## config.mk

```make
export PLATFORM = sky130hd
export DESIGN_NAME = dscs_mac
export DESIGN_NICKNAME = d
export VERILOG_FILES = /design/src/rtl/dscs_pkg.sv /design/src/rtl/dscs_mac.sv
export SDC_FILE = /design/constraint.sdc
export NUM_CORES = 1
export LEC_CHECK = 0
export ABC_AREA = 1
export BUFFER_PORTS_ARGS = -buffer_cell sky130_fd_sc_hd__buf_4
export CORE_ASPECT_RATIO = 0.7
export CORE_MARGIN = 2
export CORE_UTILIZATION = 47
export DETAILED_ROUTE_END_ITERATION = 10
export PLACE_DENSITY_LB_ADDON = 0.1
export SYNTH_ARGS = -nofsm -noshare
export SYNTH_HDL_FRONTEND = slang
export SYNTH_SLANG_ARGS = --single-unit
```

## constraint.sdc

```tcl
create_clock -name clk -period 16.2 [get_ports clk]
set_input_delay 4.05 -clock clk [delete_from_list [all_inputs] [get_ports clk]]
set_output_delay 4.05 -clock clk [all_outputs]
set_load 0.01 [all_outputs]
```

## src/rtl/dscs_pkg.sv

```systemverilog
`timescale 1ns / 1ps
// ----------------------------------------------------------------------------
// dscs_pkg: shared definitions for the delayed sparse coupling sum block
// Default sizes, command codes, register indexes, the sequencer state type
// and the control word of the shared multiply-accumulate unit.
// ----------------------------------------------------------------------------
package dscs_pkg;

  // Default sizes of the tables.
  localparam int NODES_DEF   = 64;
  localparam int EDGES_DEF   = 4096;
  localparam int HORIZON_DEF = 256;

  // Fixed field widths.
  localparam int SAMPLE_W = 16;
  localparam int ACC_W    = 48;

  // Configuration register map, indexed by paddr[2].
  localparam logic       REG_NODE_COUNT   = 1'b0;
  localparam logic [6:0] NODE_COUNT_RESET = 7'd64;

  // Input command codes.
  typedef enum logic [1:0] {
    CMD_ROW_START = 2'd0,
    CMD_EDGE      = 2'd1,
    CMD_HISTORY   = 2'd2,
    CMD_COMPUTE   = 2'd3
  } command_t;

  // Sequencer states.
  typedef enum logic [3:0] {
    S_IDLE,
    S_ROW,
    S_ROW_WAIT,
    S_EDGE,
    S_EDGE_WAIT,
    S_MAC_NOW,
    S_MAC_NEXT,
    S_ACC_NEXT,
    S_EMIT
  } state_t;

  // Control word for the shared multiply-accumulate unit.
  typedef struct packed {
    logic clear;     // zero both accumulators
    logic mul_en;    // capture op_a * op_b in the product register
    logic add_en;    // add the product register into an accumulator
    logic add_next;  // 0 selects the "now" sum, 1 the "next" sum
  } mac_ctrl_t;

endpackage

```

## src/rtl/dscs_mac.sv

```systemverilog
`timescale 1ns / 1ps
// ----------------------------------------------------------------------------
// dscs_mac: shared multiply-accumulate unit
// One 16x16 signed multiplier with a registered product, feeding one adder
// into either of two 48-bit accumulators.
// ----------------------------------------------------------------------------
module dscs_mac (
  input  logic                                    clk,
  input  dscs_pkg::mac_ctrl_t                     ctrl,
  input  logic signed [dscs_pkg::SAMPLE_W-1:0]    op_a,
  input  logic signed [dscs_pkg::SAMPLE_W-1:0]    op_b,
  output logic signed [dscs_pkg::ACC_W-1:0]       acc_now,
  output logic signed [dscs_pkg::ACC_W-1:0]       acc_next
);

  localparam int PROD_W = 2 * dscs_pkg::SAMPLE_W;

  logic signed [PROD_W-1:0]        product;
  logic signed [dscs_pkg::ACC_W-1:0] product_ext;

  // The product is exact in 32 bits; extend it to the accumulator width.
  assign product_ext = {{(dscs_pkg::ACC_W - PROD_W){product[PROD_W-1]}}, product};

  // Multiplier stage.
  always_ff @(posedge clk) begin
    if (ctrl.mul_en) begin
      product <= op_a * op_b;
    end
  end

  // Accumulate stage; sums wrap at 48 bits.
  always_ff @(posedge clk) begin
    if (ctrl.clear) begin
      acc_now  <= '0;
      acc_next <= '0;
    end else if (ctrl.add_en) begin
      if (ctrl.add_next) begin
        acc_next <= acc_next + product_ext;
      end else begin
        acc_now <= acc_now + product_ext;
      end
    end
  end

endmodule

```

==> Word level (Yosys, flattened, before mapping) <==
Cells that the tools add are included.
W data, S select, Z words.
{ "word_totals": {"reg_bits": 128, "inputBits": 37, "elab_cells": 9} }
{ "classes": {"add_sub_neg": 2, "n_mul": 1, "bitwise": 1, "reduce_logical": 2} }
{ "op_table": {"columns": ["operator", "n"], "rows": [
  ["$add A48 B32 Y48", 2],
  ["$mul A16 B16 Y32", 1],
  ["$reduce_and A2 Y1", 2],
  ["$not A1 Y1", 1]
]} }

==> Longest topological paths before layout <==
{ "depth": {"word_depth": 2, "ltp_mapped": 27, "depth_no_buf": 25} }

==> Least setup slack after synthesis <==
Ideal clock, no wire load.
{ "synth_timing": {"path_type": "input-to-reg", "start": "input op_b[6] (netlist bit)", "end": "register product[28], data pin", "setup_time_ns": 0.253, "arrival_time_ns": 9.079, "required_ns": 15.947, "path_slack_ns": 6.868, "stages": 19, "n_path_buf": 2, "cell_sequence": "clkbuf_1 clkbuf_1 nand2_1 fa_1 inv_1 fa_1 fa_1 fa_1 fa_1 inv_1 fa_1 inv_1 ha_1 a21oi_1 o21ai_0 a221oi_1 nand3_1 nand2_1 nand2_1"} }
{ "synth_via": {"elab_chain_cells": 1} }
{ "synth_rtl": {"columns": ["element", "line", "rtl"], "rows": [
  ["from (decl)", "dscs_mac.sv:11", "input logic signed [dscs_pkg::SAMPLE_W-1:0] op_b,"],
  ["$mul A16 B16 Y32", "dscs_mac.sv:27", "product <= op_a * op_b;"],
  ["to (signal assigned)", "dscs_mac.sv:27", null],
  ["to (decl)", "dscs_mac.sv:18", "logic signed [PROD_W-1:0] product;"]
]} }
No other way between the ends.
A chain may end at the register's enable or synchronous reset.

==> Worst setup path in the final report <==
{ "layout_timing": {"start": "input op_b[1] (netlist bit)", "end": "register product[31], data pin"} }
Same word-level chain as after synthesis.

==> flow_summary_export.csv <==
group,metric,value,unit
sta,fin_tns_setup,0,ns
global_route,grt_first_pass_wirelength,117300,µm
run_status,status,"finished, final reports clean",
cts,cts_sinks,128,
critical_path,required,16.40,ns
placement,place_hpwl,63840,µm
sta,fmax,0.1089,GHz
critical_path,crit_fanout,16,
floorplan,initial_core_util,47.73,%
logic_synthesis,yosysTopAreaCell,"fa_1",
cells_and_area,drive_gt1_share,7.053,%
detailed_routing,drt-vias-per-instance,5.107,
logic_synthesis,ys_seq_area_share,12.60,%
cells_and_area,nFillCells,4909,
critical_path,crit_type,"primary input to flop",
logic_synthesis,synthCells,3505,
critical_path,crit_arrival,9.39,ns
cts,cts_buffer_depth,2,
logic_synthesis,synth_top_area_share,23.09,%
sta,fin_skew,0.01396,ns
sta,tightest_slew,0.9404,ns
logic_synthesis,ys_async_sr_fraction,0,%
floorplan,die_height,188.6,µm
floorplan,io_pins,133,
cells_and_area,diodes,0,
detailed_routing,drc,0,
sta,rsz0062_at_grt,"false",
floorplan,die_w,267.8,µm
critical_path,rr_startpoint,"product[31]$_DFFE_PP_",
sta,slew_viol_final,0,
cells_and_area,syn_to_final_growth,9.102,%
min_path,worstHoldStart,"acc_now[47]$_SDFFE_PP0P_",
logic_synthesis,yosysMostFrequentCell,"nand2_1",
cells_and_area,final_nets,4051,
cts,clockRootBuffer,"clkbuf_16",
cts,clkTransAtPathRegs,0.07,ns
global_route,grt_pass1_vias,21078,
cts,htree_levels,4,
global_route,track_usage,30.29,%
logic_synthesis,ys_top_cells_by_area,"fa_1, nand2_1, inv_1",
critical_path,start_kind,"primary input",
logic_synthesis,yosys-top-cells-count,"nand2_1, inv_1, nor2_1",
detailed_routing,drt_wl_total,74880,µm
logic_synthesis,synthFlopType,"dfxtp_1",
floorplan,dieArea,50500,µm²
critical_path,startpoint,"op_b[1]",
logic_synthesis,syn_avg_cell_area,6.530,µm²
cts,holdBufCountCts,0,
critical_path,worstSetupEndpointType,"flop",
sta,final-hold-violation-count,0,
detailed_routing,vias,21662,
sta,slew_headroom,37.31,%
cts,post-cts-setup-buffers,0,
logic_synthesis,synth_cell_types,45,
global_route,grt-ovfl-total,0,
sta,finalCritPeriodShare,56.68,%
cts,cts_made_buffers,17,
detailed_routing,first_pass_iters,8,
placement,routabilityCongestion,1.021,
floorplan,coreArea,47950,µm²
placement,io_buffers,132,
floorplan,rows,67,
sta,setup_viol,0,
logic_synthesis,syn_nets,3982,
detailed_routing,drt_iter0_drc,2071,
detailed_routing,ant_nets,0,
logic_synthesis,synth_area,22890,µm²
cts,cts_tree,"built",
min_path,hold_path_class,"flop to flop",
global_route,antenna_found_initial,0,
cells_and_area,seq_area,2883,µm²
detailed_routing,wl_per_cell,17.65,µm
logic_synthesis,yosys_warnings,0,
logic_synthesis,synth_edf_count,32,
cts,insertion_delay,0.46,ns
cells_and_area,multiInputGateArea,16330,µm²
cts,cts.repair.resized,0,
job,maxCapViolCount,0,
logic_synthesis,synth_seq_cells,128,
global_route,grt_max_degree,79,
sta,min_period,9.181,ns
path summary, 6_finish.rpt:
check / to / slack (ns) / cells after the start
hold / removal: acc_now[47]$_SDFFE_PP0P_ / 0.51 / 2
setup reg to reg: acc_now[44]$_SDFFE_PP0P_ / 12.82 / 12
hold reg to reg: acc_now[47]$_SDFFE_PP0P_ / 0.51 / 2
setup / recovery: product[31]$_DFFE_PP_ / 7.02 / 19
per-layer routing:
layer | vias to the layer above | share of wire, % | global-route usage, % | wire (µm)
met1 | 10290 | 49 | 46.46 | 36730
met3 | 62 | 8.8 | 5.319 | 6622
met5 | - | 0 | 0 | 0
met4 | 0 | 1.3 | 6.102 | 999
met2 | 736 | 41 | 44.30 | 30540
li1 | 10574 | - | - | -
state kept, by name, summed over array words and instances, names as in the netlist:
name	cells
acc_next	48
product	32
acc_now	48
cells in the final DEF (no fill, tap or decap), types with 5 or more instances in the layout:
| cell | Yosys | routed |
|---|---|---|
| a21o_1 | 13 | 13 |
| a21oi_1 | 133 | 133 |
| a31oi_1 | 5 | 5 |
| buf_4 | 0 | 137 |
| clkbuf_16 | 0 | 17 |
| dfxtp_1 | 96 | 96 |
| edfxtp_1 | 32 | 32 |
| fa_1 | 264 | 264 |
| ha_1 | 176 | 176 |
| inv_1 | 883 | 883 |
| inv_2 | 10 | 10 |
| inv_6 | 0 | 8 |
| nand2_1 | 924 | 924 |
| nand2_2 | 26 | 26 |
| nand3_1 | 148 | 148 |
| nand4_1 | 45 | 45 |
| nor2_1 | 369 | 368 |
| nor2_2 | 22 | 22 |
| nor3_1 | 18 | 18 |
| nor3_2 | 6 | 6 |
| o21ai_0 | 99 | 99 |
| o21ai_1 | 9 | 9 |
| o21bai_1 | 31 | 31 |
| or2_2 | 5 | 5 |
| xnor2_1 | 15 | 15 |
| xor2_1 | 55 | 55 |
cell type report:
cell class,instances,area share [%]
clock buffers,17,1.704
clock inverters,15,0.5462
inverters,893,13.42
multi-input cells,2397,65.38
flip-flops and latches,128,11.54
well taps,655,3.282
repair buffers,137,4.119
per-stage QoR:
stage | setup slack, ns | cells | hold WS [ns] | utilization, % | area, µm²
2_1_floorplan | 6.868 | 3505 | 0.5122 | - | 22890
6_report | 7.019 | 4242 | 0.5140 | 52.07 | 24970
5_1_grt | 6.705 | 4242 | 0.5384 | 52.07 | 24970
3_3_place_gp | 6.632 | 4210 | 0.4978 | 50.90 | 24410
4_1_cts | 7.030 | 4242 | 0.5154 | 52.07 | 24970
3_5_place_dp | 6.545 | 4210 | 0.5026 | 50.90 | 24410
cells by family after synthesis:
logic type | after synthesis | share of synthesized area (%)
fa+ha+maj | 440 | 32.71
flops | 128 | 12.60
buf+inv | 980 | 16.11
compound gates | 310 | 7.670
simple gates | 1577 | 28.24
xor+xnor | 70 | 2.679
critical path, stage by stage:
cell and delay (ns):
buf_4 0.18, nand2_1 0.12, inv_1 0.09, fa_1 0.62, fa_1 0.84, fa_1 0.53
fa_1 0.50, fa_1 0.49, inv_1 0.05, fa_1 0.49, inv_1 0.05, ha_1 0.36
nand2_1 0.11, nand2_1 0.07, a31oi_1 0.34, o21ai_0 0.15, nand2_1 0.08, nand3_1 0.09
xnor2_1 0.14
Power is not shown: default switching activity piles up to over one toggle a cycle in this logic, so the estimate is an artifact.
